$ cat src/hw/rtl/stq_pkg.sv
// stq_pkg: shared types, codes and a result helper for the sorted timer queue
// no dependencies; imported by stq_ctrl, stq_dp and sorted_timer_queue
`default_nettype none
package stq_pkg;

  localparam int NUM_TIMERS = 32;
  localparam int IDX_W      = 5;
  localparam int LINK_W     = 6;
  localparam logic [LINK_W-1:0] LINK_EMPTY = LINK_W'(NUM_TIMERS);
  localparam logic [31:0] ALL_ONES = 32'hffff_ffff;

  localparam logic [2:0] REQ_TICK  = 3'd0;
  localparam logic [2:0] REQ_ALLOC = 3'd1;
  localparam logic [2:0] REQ_FREE  = 3'd2;
  localparam logic [2:0] REQ_BIND  = 3'd3;
  localparam logic [2:0] REQ_ARM   = 3'd4;

  localparam logic [1:0] KIND_EXPIRY = 2'd0;
  localparam logic [1:0] KIND_TSW    = 2'd1;
  localparam logic [1:0] KIND_STATUS = 2'd2;

  localparam logic [1:0] ST_OK      = 2'd0;
  localparam logic [1:0] ST_NO_FREE = 2'd1;
  localparam logic [1:0] ST_WRONG   = 2'd2;

  // datapath commands
  localparam int CMD_W = 5;
  localparam logic [CMD_W-1:0] CMD_NOP        = 5'd0;
  localparam logic [CMD_W-1:0] CMD_LOAD       = 5'd1;
  localparam logic [CMD_W-1:0] CMD_TICK       = 5'd2;
  localparam logic [CMD_W-1:0] CMD_TEXP       = 5'd3;
  localparam logic [CMD_W-1:0] CMD_TFIN       = 5'd4;
  localparam logic [CMD_W-1:0] CMD_TSW        = 5'd5;
  localparam logic [CMD_W-1:0] CMD_SCAN_INIT  = 5'd6;
  localparam logic [CMD_W-1:0] CMD_SCAN_NEXT  = 5'd7;
  localparam logic [CMD_W-1:0] CMD_ALLOC_TAKE = 5'd8;
  localparam logic [CMD_W-1:0] CMD_ALLOC_NONE = 5'd9;
  localparam logic [CMD_W-1:0] CMD_FREE       = 5'd10;
  localparam logic [CMD_W-1:0] CMD_BIND       = 5'd11;
  localparam logic [CMD_W-1:0] CMD_ARM_BAD    = 5'd12;
  localparam logic [CMD_W-1:0] CMD_ARM_FRONT  = 5'd13;
  localparam logic [CMD_W-1:0] CMD_ARM_START  = 5'd14;
  localparam logic [CMD_W-1:0] CMD_ARM_NEXT   = 5'd15;
  localparam logic [CMD_W-1:0] CMD_ARM_LAST   = 5'd16;
  localparam logic [CMD_W-1:0] CMD_ARM_HERE   = 5'd17;
  localparam logic [CMD_W-1:0] CMD_ARM_ADV    = 5'd18;
  localparam logic [CMD_W-1:0] CMD_ARM_SELF   = 5'd19;

  typedef struct packed {
    logic [2:0]  req_type;
    logic [4:0]  timer_index;
    logic [3:0]  dest_id;
    logic [31:0] message;
    logic [31:0] delay;
  } req_t;

  typedef struct packed {
    logic [1:0]  result_kind;
    logic [1:0]  status;
    logic [4:0]  out_index;
    logic [3:0]  out_dest;
    logic [31:0] out_message;
    logic        last;
  } res_t;

  // datapath status seen by the controller
  typedef struct packed {
    logic [2:0] req_type;
    logic       idx_alloc;
    logic       arm_front;
    logic       scan_free;
    logic       scan_end;
    logic       due;
    logic       cur_empty;
    logic       cur_due;
    logic       link_empty;
    logic       dl_le;
    logic       ts_flag;
    logic       buf_valid;
  } dp_stat_t;

  function automatic res_t mk_status(input logic [1:0] st, input logic [IDX_W-1:0] idx);
    res_t r;
    r.result_kind = KIND_STATUS;
    r.status      = st;
    r.out_index   = idx;
    r.out_dest    = 4'd0;
    r.out_message = 32'd0;
    r.last        = 1'b1;
    return r;
  endfunction

endpackage
`default_nettype wire

$ cat src/hw/rtl/stq_dp.sv
// stq_dp: timer pool datapath, entry memories, sorted list registers and result register
// depends on stq_pkg; driven by commands from stq_ctrl
`default_nettype none
module stq_dp
  import stq_pkg::*;
(
  input  wire logic             clk,
  input  wire logic             rst,
  input  wire logic [CMD_W-1:0] cmd,
  input  wire req_t             req_in,
  input  wire logic             cfg_we,
  input  wire logic [5:0]       cfg_wdata,
  output dp_stat_t              stat,
  output logic                  res_valid,
  output res_t                  res
);

  logic [31:0] dl_mem   [NUM_TIMERS];
  logic [31:0] msg_mem  [NUM_TIMERS];
  logic [3:0]  dest_mem [NUM_TIMERS];
  logic [LINK_W-1:0] link_mem [NUM_TIMERS];

  logic [31:0] dl_rd, msg_rd;
  logic [3:0]  dest_rd;
  logic [LINK_W-1:0] link_rd;

  req_t req;
  logic [31:0] tick_count, earliest, dnew;
  logic [LINK_W-1:0] head, cur, prev;
  logic [IDX_W-1:0] scan, ts_idx;
  logic [5:0] tst;
  logic ts_flag, buf_valid;
  res_t buf_res;
  logic [NUM_TIMERS-1:0] alloc_q, pend_q;

  logic [31:0] dnew_c;
  logic [IDX_W-1:0] rd_addr, idx;
  logic res_fire;

  assign idx    = req.timer_index;
  assign dnew_c = req.delay + tick_count;

  always_comb begin
    unique case (cmd)
      CMD_TICK, CMD_ARM_START: rd_addr = head[IDX_W-1:0];
      CMD_TEXP, CMD_ARM_NEXT:  rd_addr = link_rd[IDX_W-1:0];
      default:                 rd_addr = cur[IDX_W-1:0];
    endcase
  end

  // commands that put a result on the output register
  always_comb begin
    unique case (cmd)
      CMD_TEXP:       res_fire = buf_valid;
      CMD_TFIN:       res_fire = buf_valid || ts_flag;
      CMD_TSW, CMD_ALLOC_TAKE, CMD_ALLOC_NONE, CMD_FREE, CMD_BIND,
      CMD_ARM_BAD, CMD_ARM_FRONT, CMD_ARM_SELF: res_fire = 1'b1;
      default:        res_fire = 1'b0;
    endcase
  end

  // entry memories, registered read at one shared address
  always_ff @(posedge clk) begin
    dl_rd   <= dl_mem[rd_addr];
    msg_rd  <= msg_mem[rd_addr];
    dest_rd <= dest_mem[rd_addr];
    link_rd <= link_mem[rd_addr];
    if (cmd == CMD_ARM_FRONT || cmd == CMD_ARM_START) begin
      dl_mem[idx] <= dnew_c;
    end
    if (cmd == CMD_BIND) begin
      msg_mem[idx]  <= req.message;
      dest_mem[idx] <= req.dest_id;
    end
    if (cmd == CMD_ARM_FRONT) begin
      link_mem[idx] <= head;
    end else if (cmd == CMD_ARM_LAST || cmd == CMD_ARM_HERE) begin
      link_mem[prev[IDX_W-1:0]] <= LINK_W'(idx);
    end else if (cmd == CMD_ARM_SELF) begin
      link_mem[idx] <= cur;
    end
  end

  always_ff @(posedge clk) begin
    if (rst) begin
      tick_count <= 32'd0;
      earliest   <= ALL_ONES;
      head       <= LINK_EMPTY;
      alloc_q    <= '0;
      pend_q     <= '0;
      tst        <= 6'd32;
      ts_flag    <= 1'b0;
      buf_valid  <= 1'b0;
      res_valid  <= 1'b0;
    end else begin
      res_valid <= res_fire;
      if (cfg_we) begin
        tst <= cfg_wdata;
      end
      unique case (cmd)
        CMD_LOAD: req <= req_in;
        CMD_TICK: begin
          tick_count <= tick_count + 32'd1;
          cur        <= head;
          ts_flag    <= 1'b0;
          buf_valid  <= 1'b0;
        end
        CMD_TEXP: begin
          alloc_q[cur[IDX_W-1:0]] <= 1'b1;
          pend_q[cur[IDX_W-1:0]]  <= 1'b0;
          if (buf_valid) begin
            res <= buf_res;
          end
          if (cur == tst) begin
            ts_flag   <= 1'b1;
            ts_idx    <= cur[IDX_W-1:0];
            buf_valid <= 1'b0;
          end else begin
            buf_res.result_kind <= KIND_EXPIRY;
            buf_res.status      <= ST_OK;
            buf_res.out_index   <= cur[IDX_W-1:0];
            buf_res.out_dest    <= dest_rd;
            buf_res.out_message <= msg_rd;
            buf_res.last        <= 1'b0;
            buf_valid           <= 1'b1;
          end
          cur <= link_rd;
        end
        CMD_TFIN: begin
          head     <= cur;
          earliest <= cur[LINK_W-1] ? ALL_ONES : dl_rd;
          if (buf_valid) begin
            res <= '{buf_res.result_kind, buf_res.status, buf_res.out_index,
                     buf_res.out_dest, buf_res.out_message, !ts_flag};
          end else if (ts_flag) begin
            res <= '{KIND_TSW, ST_OK, ts_idx, 4'd0, 32'd0, 1'b1};
          end
        end
        CMD_TSW: begin
          res <= '{KIND_TSW, ST_OK, ts_idx, 4'd0, 32'd0, 1'b1};
        end
        CMD_SCAN_INIT: scan <= '0;
        CMD_SCAN_NEXT: scan <= scan + 1'b1;
        CMD_ALLOC_TAKE: begin
          alloc_q[scan] <= 1'b1;
          res           <= mk_status(ST_OK, scan);
        end
        CMD_ALLOC_NONE: begin
          res <= mk_status(ST_NO_FREE, '0);
        end
        CMD_FREE: begin
          if (pend_q[idx]) begin
            res <= mk_status(ST_WRONG, idx);
          end else begin
            alloc_q[idx] <= 1'b0;
            res          <= mk_status(ST_OK, idx);
          end
        end
        CMD_BIND: begin
          res <= mk_status(ST_OK, idx);
        end
        CMD_ARM_BAD: begin
          res <= mk_status(ST_WRONG, idx);
        end
        CMD_ARM_FRONT: begin
          alloc_q[idx] <= 1'b0;
          pend_q[idx]  <= 1'b1;
          head         <= LINK_W'(idx);
          earliest     <= dnew_c;
          res          <= mk_status(ST_OK, idx);
        end
        CMD_ARM_START: begin
          alloc_q[idx] <= 1'b0;
          pend_q[idx]  <= 1'b1;
          dnew         <= dnew_c;
          prev         <= head;
        end
        CMD_ARM_NEXT, CMD_ARM_LAST: cur <= link_rd;
        CMD_ARM_ADV: prev <= cur;
        CMD_ARM_SELF: begin
          res <= mk_status(ST_OK, idx);
        end
        default: ;
      endcase
    end
  end

  always_comb begin
    stat.req_type   = req.req_type;
    stat.idx_alloc  = alloc_q[idx];
    stat.arm_front  = head[LINK_W-1] || (dnew_c <= earliest);
    stat.scan_free  = !alloc_q[scan] && !pend_q[scan];
    stat.scan_end   = (scan == IDX_W'(NUM_TIMERS - 1));
    stat.due        = earliest <= tick_count;
    stat.cur_empty  = cur[LINK_W-1];
    stat.cur_due    = dl_rd <= tick_count;
    stat.link_empty = link_rd[LINK_W-1];
    stat.dl_le      = dnew <= dl_rd;
    stat.ts_flag    = ts_flag;
    stat.buf_valid  = buf_valid;
  end

  a_state_excl: assert property (@(posedge clk) disable iff (rst) (alloc_q & pend_q) == '0)
    else $error("timer both allocated and pending");
  a_empty_ones: assert property (@(posedge clk) disable iff (rst)
    head == LINK_EMPTY |-> earliest == ALL_ONES)
    else $error("empty list with finite earliest deadline");
  a_kind: assert property (@(posedge clk) disable iff (rst) res_valid |-> res.result_kind != 2'd3)
    else $error("bad result kind");

endmodule
`default_nettype wire

$ cat src/hw/rtl/stq_ctrl.sv
// stq_ctrl: request sequencer for the sorted timer queue
// depends on stq_pkg; issues commands to stq_dp and reads its status
`default_nettype none
module stq_ctrl
  import stq_pkg::*;
(
  input  wire logic             clk,
  input  wire logic             rst,
  input  wire logic             start,
  input  wire dp_stat_t         stat,
  output logic                  busy,
  output logic [CMD_W-1:0]      cmd
);

  localparam logic [3:0] S_IDLE   = 4'd0;
  localparam logic [3:0] S_DECODE = 4'd1;
  localparam logic [3:0] S_TCHK   = 4'd2;
  localparam logic [3:0] S_TEVAL  = 4'd3;
  localparam logic [3:0] S_TSW    = 4'd4;
  localparam logic [3:0] S_SCAN   = 4'd5;
  localparam logic [3:0] S_ARM_RD = 4'd6;
  localparam logic [3:0] S_ARM_CMP = 4'd7;
  localparam logic [3:0] S_ARM_SELF = 4'd8;

  logic [3:0] state, state_next;

  assign busy = (state != S_IDLE);

  always_comb begin
    state_next = state;
    cmd        = CMD_NOP;
    unique case (state)
      S_IDLE: begin
        if (start) begin
          cmd        = CMD_LOAD;
          state_next = S_DECODE;
        end
      end
      S_DECODE: begin
        state_next = S_IDLE;
        unique case (stat.req_type)
          REQ_TICK: begin
            cmd        = CMD_TICK;
            state_next = S_TCHK;
          end
          REQ_ALLOC: begin
            cmd        = CMD_SCAN_INIT;
            state_next = S_SCAN;
          end
          REQ_FREE: cmd = CMD_FREE;
          REQ_BIND: cmd = CMD_BIND;
          REQ_ARM: begin
            if (!stat.idx_alloc) begin
              cmd = CMD_ARM_BAD;
            end else if (stat.arm_front) begin
              cmd = CMD_ARM_FRONT;
            end else begin
              cmd        = CMD_ARM_START;
              state_next = S_ARM_RD;
            end
          end
          default: cmd = CMD_NOP;
        endcase
      end
      S_TCHK, S_TEVAL: begin
        if (state == S_TCHK && !stat.due) begin
          state_next = S_IDLE;
        end else if (stat.cur_empty || !stat.cur_due) begin
          cmd        = CMD_TFIN;
          state_next = (stat.ts_flag && stat.buf_valid) ? S_TSW : S_IDLE;
        end else begin
          cmd        = CMD_TEXP;
          state_next = S_TEVAL;
        end
      end
      S_TSW: begin
        cmd        = CMD_TSW;
        state_next = S_IDLE;
      end
      S_SCAN: begin
        priority if (stat.scan_free) begin
          cmd        = CMD_ALLOC_TAKE;
          state_next = S_IDLE;
        end else if (stat.scan_end) begin
          cmd        = CMD_ALLOC_NONE;
          state_next = S_IDLE;
        end else begin
          cmd = CMD_SCAN_NEXT;
        end
      end
      S_ARM_RD: begin
        if (stat.link_empty) begin
          cmd        = CMD_ARM_LAST;
          state_next = S_ARM_SELF;
        end else begin
          cmd        = CMD_ARM_NEXT;
          state_next = S_ARM_CMP;
        end
      end
      S_ARM_CMP: begin
        if (stat.dl_le) begin
          cmd        = CMD_ARM_HERE;
          state_next = S_ARM_SELF;
        end else begin
          cmd        = CMD_ARM_ADV;
          state_next = S_ARM_RD;
        end
      end
      S_ARM_SELF: begin
        cmd        = CMD_ARM_SELF;
        state_next = S_IDLE;
      end
      default: state_next = S_IDLE;
    endcase
  end

  always_ff @(posedge clk) begin
    if (rst) begin
      state <= S_IDLE;
    end else begin
      state <= state_next;
    end
  end

  a_load: assert property (@(posedge clk) disable iff (rst)
    (state == S_IDLE && start) |=> state == S_DECODE)
    else $error("accepted request not decoded");
  a_busy: assert property (@(posedge clk) disable iff (rst)
    cmd == CMD_LOAD |-> !busy)
    else $error("request loaded while busy");
  a_tsw: assert property (@(posedge clk) disable iff (rst)
    state == S_TSW |-> $past(cmd) == CMD_TFIN)
    else $error("task switch result out of sequence");

endmodule
`default_nettype wire

$ cat src/hw/rtl/sorted_timer_queue.sv
// sorted_timer_queue: top level of the deadline-ordered one-shot timer pool
// depends on stq_pkg, stq_ctrl and stq_dp
//
//   channel   | signals                 | handshake
//   request   | start, busy, req        | taken when start high and busy low
//   result    | result_valid, result    | one-cycle strobe, cannot be held off
//   config    | cfg_we, cfg_wdata       | task switch timer index, written on cfg_we
//
// steps: a request is loaded, then decoded; free, bind and front arms finish in the decode step;
//   allocate scans one timer per cycle (up to 32); arm walks the list reading each entry's link
//   and then its deadline; a tick checks the earliest deadline, then walks one expired timer per cycle
// status results leave from an output register in the cycle after the step that makes them;
//   an expiry waits in a holding register until the next walk step, then goes out likewise
// reset clears tick count, list head, timer states and config; entry memories are not cleared
// busy stays high through the walk; results cannot be stalled by the receiver
`default_nettype none
module sorted_timer_queue
  import stq_pkg::*;
(
  input  wire logic       clk,
  input  wire logic       rst,
  input  wire logic       start,
  output logic            busy,
  input  wire req_t       req,
  input  wire logic       cfg_we,
  input  wire logic [5:0] cfg_wdata,
  output logic            result_valid,
  output res_t            result
);

  // command and status between sequencer and datapath
  logic [CMD_W-1:0] cmd;
  dp_stat_t         stat;

  stq_ctrl u_ctrl (
    .clk   (clk),
    .rst   (rst),
    .start (start),
    .stat  (stat),
    .busy  (busy),
    .cmd   (cmd)
  );

  stq_dp u_dp (
    .clk       (clk),
    .rst       (rst),
    .cmd       (cmd),
    .req_in    (req),
    .cfg_we    (cfg_we),
    .cfg_wdata (cfg_wdata),
    .stat      (stat),
    .res_valid (result_valid),
    .res       (result)
  );

endmodule
`default_nettype wire
$ cat config.mk
export PLATFORM = sky130hd
export DESIGN_NAME = sorted_timer_queue
export DESIGN_NICKNAME = d
export VERILOG_FILES = /design/src/hw/rtl/stq_pkg.sv /design/src/hw/rtl/stq_dp.sv /design/src/hw/rtl/stq_ctrl.sv /design/src/hw/rtl/sorted_timer_queue.sv
export SDC_FILE = /design/constraint.sdc
export NUM_CORES = 2
export LEC_CHECK = 0
export ABC_AREA = 1
export BUFFER_PORTS_ARGS = -buffer_cell sky130_fd_sc_hd__buf_4
export CORE_MARGIN = 4
export CORE_UTILIZATION = 30
export CTS_CLUSTER_DIAMETER = 120
export DETAILED_ROUTE_END_ITERATION = 10
export PLACE_DENSITY_LB_ADDON = 0.12
export RECOVER_POWER = 25
export REMOVE_ABC_BUFFERS = 1
export SYNTH_ARGS = -nofsm -noshare
export SYNTH_HDL_FRONTEND = slang
export SYNTH_HIERARCHICAL = 1
export SYNTH_SLANG_ARGS = --single-unit
$ cat constraint.sdc
create_clock -name clk -period 36.7 [get_ports clk]
set_input_delay 7.34 -clock clk [delete_from_list [all_inputs] [get_ports clk]]
set_output_delay 7.34 -clock clk [all_outputs]
set_load 0.03 [all_outputs]
; ---- Word-level counts from Yosys, hierarchy flattened
; Memory sizes are Yosys's and may differ from the RTL's. A register that Yosys moved wholly into a read port is not among the register bits.
; Cells that the tools add are included.
[op_classes]
reduce_logical = 46
mux = 74
order_cmp = 10
n_addsub = 3
n_bitwise = 10
n_eq_ne = 39
[ops]
columns = operator, n
row1 = one-hot mux 46 bit (8 select lines), 1
row2 = 2-to-1 mux 46 bit, 3
row3 = <= comparator 32 bit, 4
row4 = one-hot mux 32 bit (2 select lines), 2
row5 = one-hot mux 32 bit (4 select lines), 1
row6 = bitwise OR 32 bit, 3
row7 = bitwise AND 32 bit, 2
row8 = 2-to-1 mux 32 bit, 2
row9 = NOT 32 bit, 2
row10 = 2-to-1 mux 44 bit, 1
row11 = "equality test 5 x 4 -> 1 bit, second input constant", 8
row12 = one-hot mux 5 bit (8 select lines), 1
row13 = 2-to-1 mux 4 bit, 9
row14 = "adder 32 x 1 -> 32 bit, second input constant", 1
row15 = adder 32 bit, 1
row16 = one-hot mux 5 bit (2 select lines), 3
row17 = "equality test 5 bit, second input constant", 5
row18 = 2-to-1 mux 5 bit, 5
row19 = one-hot mux 5 bit (5 select lines), 1
row20 = 2-to-1 mux 1 bit, 24
row21 = one-hot mux 4 bit (6 select lines), 1
row22 = one-hot mux 6 bit (2 select lines), 2
row23 = binary-select mux 1 bit (select 5 bit), 4
row24 = "equality test 5 x 3 -> 1 bit, second input constant", 4
row25 = 41 further kinds, 92
[word_totals]
reg_bits = 363
elab_cells = 215
mem_bits_rw = 2368
inputBits = 86
mem_count = 4
output_inout_bits = 48
[memory_table]
columns = name, depth, word_bits, read_ports, rd_ports_with_merged_regs, write_ports, line_no
row1 = u_dp.dl_mem, 32, 32, 1, 1, 1, stq_dp.sv:18  ; logic [31:0] dl_mem [NUM_TIMERS];
row2 = u_dp.msg_mem, 32, 32, 1, 1, 1, stq_dp.sv:19  ; logic [31:0] msg_mem [NUM_TIMERS];
row3 = u_dp.link_mem, 32, 6, 1, 1, 1, stq_dp.sv:21  ; logic [LINK_W-1:0] link_mem [NUM_TIMERS];
row4 = u_dp.dest_mem, 32, 4, 1, 1, 1, stq_dp.sv:20  ; logic [3:0] dest_mem [NUM_TIMERS];

; ---- Depth between registers and ports, before layout
[depth]
ltp_word = 14
ltp_mapped = 46
mapped_depth_nobuf = 43

; ---- Cells and area by module
; The synthesis kept the hierarchy.
[by_module_without_submodules]
columns = module, cells_each, instances, area_per_inst_um2, seq_area_each_um2
row1 = stq_dp, 10857, 1, 120493.1, 81938.6
row2 = stq_ctrl, 99, 1, 528.0, 80.1

; ---- Worst setup path before layout
; OpenSTA, ideal clock, no wires.
[synth_timing]
path_kind = input -> register
from = in start
to = reg u_dp.req, in the netlist u_dp/idx[0], enable pin
path_buffers = 1
path_stages = 8
setup_ps = 697
t_required_ps = 36003
t_arrival_ps = 15121
path_slack_ps = 20881
path_cell_list = o21ai_0 nand2_1 nand3b_1 buf_2 inv_1 nor2_1 inv_1 nor4_1
[synth_via]
elab_chain_cells = 4
[synth_rtl]
columns = element, line_no
row1 = from (decl), sorted_timer_queue.sv:22  ; input wire logic start,
row2 = 2-to-1 mux 1 bit, stq_ctrl.sv:34  ; if (start) begin
row3 = one-hot mux 5 bit (8 select lines), stq_ctrl.sv:32  ; unique case (state)
row4 = net cmd[0], sorted_timer_queue.sv:32  ; logic [CMD_W-1:0] cmd;
row5 = equality test 5 x 1 -> 1 bit, stq_dp.sv:100  ; unique case (cmd)
row6 = AND reduction 2 bit (no line), -
row7 = to (signal assigned), stq_dp.sv:101  ; CMD_LOAD: req <= req_in;
row8 = to (decl), stq_dp.sv:27  ; req_t req;
; The timed path passes the listed nets, and every way through them passes these cells.
; A chain may end at the register's enable or synchronous reset.

; ---- Worst setup path after layout
[layout_timing]
from = in start
to = reg u_dp.dl_rd[10] (read register of u_dp.dl_mem)
[layout_via]
elab_chain_cells = 5
word_cells_on_any_way = 9
classes_between = 4 x eq/ne / 3 x mux / 2 x reduce/logical
[layout_rtl]
columns = element, line_no
row1 = 2-to-1 mux 1 bit (*), stq_ctrl.sv:34
row2 = one-hot mux 5 bit (8 select lines) (*), stq_ctrl.sv:32
row3 = net cmd[0], sorted_timer_queue.sv:32
row4 = equality test 5 x 4 -> 1 bit or equality test 5 x 2 -> 1 bit (tied branches), stq_dp.sv:44  ; unique case (cmd)
row5 = OR reduction 2 bit, stq_dp.sv:44
row6 = one-hot mux 5 bit (2 select lines) (*), stq_dp.sv:44
row7 = to (decl), stq_dp.sv:23  ; logic [31:0] dl_rd, msg_rd;
; Mark *: on every way through the listed nets, which the timed path passes. The rest lies on a longest branch.

==> results.md <==
- Worst Max-Slew Pin Slew: about 1.7 ns
- Post-cts resize count: 0
- Crit. End Element: flip-flop
- Num CTS Buffers: roughly 320
- Grt total ovfl: 0
- Tmin final: 12.56 ns
- DIE AREA: between 0.4 and 0.5 mm^2
- Max-cap check violation count: 5
- Run status: complete, but fails checks
- Worst-path maximum fanout: a little under 100
- Initial DRT Pass Iterations: 6
- R2r setup slk: 24.42 ns
- Synth cell types: 54
- WP data required: about 38 ns
- Clk slew on worst S/H paths: ~0.060 ns
- Nets: about 11000
- Layout cell share with drive strength beyond 1: between 8 and 9%
- Synthesized instance count: 10960
- Main area contributors after synthesis: edfxtp_1, nand3_1, nand2_1
- CTS tree: built
- Die height: 643.1 um
- Die X-Extent: about 640 um
- Pin count of the biggest net entering global routing: around 190
- Worst-Skew Late Latency: roughly 0.94 ns
- Max Used Layer: met5
- Worst Path Arrival: between 10 and 15 ns
- FF+latch count, synth: ~2800
- Final core utilization: about 34%
- Post-CTS Setup Inserts: 0
- Core ar.: 0.4006 mm^2
- DR WL met2: around 200000 um
- First-pass GRT wire length: 626000 um
- GRT Total Usage: between 20% and 30%
- WL met1: 197400 um
- Setup Skew: between 0.06 and 0.07 ns
- Ys Warns: 6
- Setup repair after global routing missed its margin: false
- Hold wc startpoint: u_dp/msg_rd[8]$_DFF_P_
- F_max: roughly 80 MHz
- Layout area overhead: 13.79%
- Number of global-route vias before repair: ~83000
- Failing checks: max-capacitance violations, max-slew violations
- Post-route setup slack: about 24 ns
- Slew Limit Fails: about 180
- Worst min path class: flip-flop to flip-flop
- Design Area, Final: about 0.14 mm^2
- DR vias/cell: around 5.2
- Cell taking the most area after synthesis: edfxtp_1
- Root buffer cell: clkbuf_16
- Met3 WL: 24870 um
- Mean Syn Cell Area: between 10 and 15 um^2
- Worst-case hold path end point: u_dp/buf_res[9]$_DFFE_PP_
- Setup violations, final: 0
- Fin crit share: 34.24%
- Vias post-DR: approximately 86000
- Antenna-violating nets left: 0
- Final TNS setup: 0 ns
- CTS max path bufs: 4
- Initial DRC Count: approximately 8700
- PortBufs: around 130
- Overall power: between 8 and 9 mW
- HPWL Detailed: between 200000 and 250000 um
- Final Hold Vio Count: 0
- Slew headroom: -13.38%
- Dpl cell area: ~0.13 mm^2
- CP Launch Type: primary input
- CTS sink count: approximately 2800
- Pre-CTS WS: between 20 and 25 ns
- Routability-driven placement congestion ratio: approximately 0.86
- Row cnt: roughly 230
- CTS Hold Bufs: 0
- Worst vdd ir: about 0.035 mV
- Power per cell area: approximately 60 mW/mm^2
- DRT Wirelength: roughly 440000 um
- Boundary Pins: roughly 130
- WHS Path Cells: 0
- WL/cell: between 20 and 30 um
- Initial antenna violation count: 12
- Post-synthesis sequential area ratio: 67.77%
- Reg2Reg Depth: 42
- Worst R2R End: u_dp/dl_rd[17]$_DFF_P_
- CP Class: primary input to flip-flop
- Mapped cell area: between 0.1 and 0.15 mm^2
- Initial Util: between 30% and 40%
- H-tree level count: 5
- Share of the synthesized area in the top cell type: 64.12%
- DRC Markers: 0
- Worst R2R Start: u_dp/req[0]$_DFFE_PP_
- Leak pwr: roughly 49 nW
kinds of logic after synthesis:
group	synth area share [%]
buf+inv	5.057
fa+ha+maj	1.722
flops	67.77
simple gates	22.35
xor+xnor	0.2099
compound gates	2.867
mux	0.01861
layout make-up:
| cell class | instances | area, um^2 |
|---|---|---|
| sequential | 2805 | 82020 |
| antenna | 18 | 45.04 |
| inverter | 717 | 2720 |
| clock inverter | 147 | 1129 |
| timing repair buffer | 346 | 2675 |
| fill | 39940 | 262900 |
| clock buffer | 437 | 8828 |
| tap | 5265 | 6588 |
| multi-input combinational | 6710 | 33700 |
cells in the final DEF (no fill, tap or decap), types with 13 or more instances in the layout:
cell and instances:
a211oi_1 20, a21oi_1 209, buf_4 332, clkbuf_1 95, clkbuf_16 329, clkbuf_8 19
clkinv_1 69, clkinv_2 45, dfxtp_1 221, diode_2 18, edfxtp_1 2584, ha_1 165
inv_1 695, inv_2 13, nand2_1 2037, nand3_1 3264, nand3b_1 123, nand4_1 27
nor2_1 275, nor2_4 74, nor3_1 60, nor4_1 13, o211ai_1 16, o21ai_0 183
o21ai_1 23, o22ai_1 27, o31ai_1 35, xor2_2 15
layer usage:
layer	vias to the layer above	GRT usage, %
met3	635	2.653
met4	2	6.040
met5	-	0
li1	38910	-
met2	2974	33.13
met1	43790	28.77
sequential cells by signal, summed over array words and instances, names as in the netlist, 41 cells and up:
signal,cells
u_dp/msg_mem,1024
u_dp/res,46
u_dp/dest_mem,128
u_dp/req,68
u_dp/dl_mem,1024
u_dp/buf_res,41
u_dp/link_mem,192
how the worst max path moves through the flow:
stage | from | to | slack (ns)
after CTS | u_dp/req[0]$_DFFE_PP_ | u_dp/dl_rd[10]$_DFF_P_ | 24.29
after floorplan | start | u_dp/dest_rd[2]$_DFF_P_ | -10.94
final | start | u_dp/dl_rd[10]$_DFF_P_ | 24.14
after global routing | u_dp/tick_count[0]$_SDFFE_PP0P_ | u_dp/dl_rd[10]$_DFF_P_ | 23.47
after global placement | start | u_dp/dl_rd[10]$_DFF_P_ | 23.33
after detailed placement | start | u_dp/dl_rd[10]$_DFF_P_ | 23.31
cells in the mapped netlist, drive strengths merged:
library cell / instances
a211oi: 20
o22ai: 27
ha: 165
dfxtp: 221
nor2: 357
o21ai: 206
nor4: 15
nor3: 62
nand3: 3267
a22oi: 13
nand2: 2046
o32ai: 3
buf: 499
xnor2: 3
inv: 712
a31oi: 12
o221ai: 6
nand4: 27
a21oi: 215
a31o: 1
or2: 2
clkbuf: 225
xor2: 26
nand3b: 123
o41ai: 1
a41oi: 2
edfxtp: 2584
a21o: 5
fa: 1
mux2: 2
o31ai: 35
o21a: 7
and3: 4
clkinv: 5
o311ai: 8
o2111ai: 11
o21bai: 10
o211ai: 16
and2: 7
a21boi: 5
per-stage QoR:
| stage | std cells | hold WS, ns |
|---|---|---|
| floorplan | 10230 | 0.3855 |
| global placement | 15840 | 0.3934 |
| detailed placement | 15840 | 0.3936 |
| CTS | 16430 | 0.3993 |
| global route | 16440 | 0.4078 |
| finish | 16450 | 0.4010 |
power breakdown:
group,total [mW],switching (mW),internal [mW]
sequential,3.73,0.105,3.63
combinational,1.56,1.15,0.411
clock,3.10,1.33,1.77
total,8.39,2.58,5.81
worst max-delay path, cell delays in order:
cell	delay, ns
buf_4	0.13
o21ai_0	0.15
nand2_1	0.07
nand3b_1	0.38
nor2_4	0.25
nand3_1	0.22
nand2_2	0.18
nand2_1	0.06
nand2_1	0.16
nand2_8	0.35
inv_8	0.74
buf_4	0.80
buf_4	0.72
buf_4	0.77
nand3_1	0.17
nand3_1	0.12
nand3_1	0.11
nand3_1	0.19
nand2_1	0.08
Power figures use the tool's default switching activity.
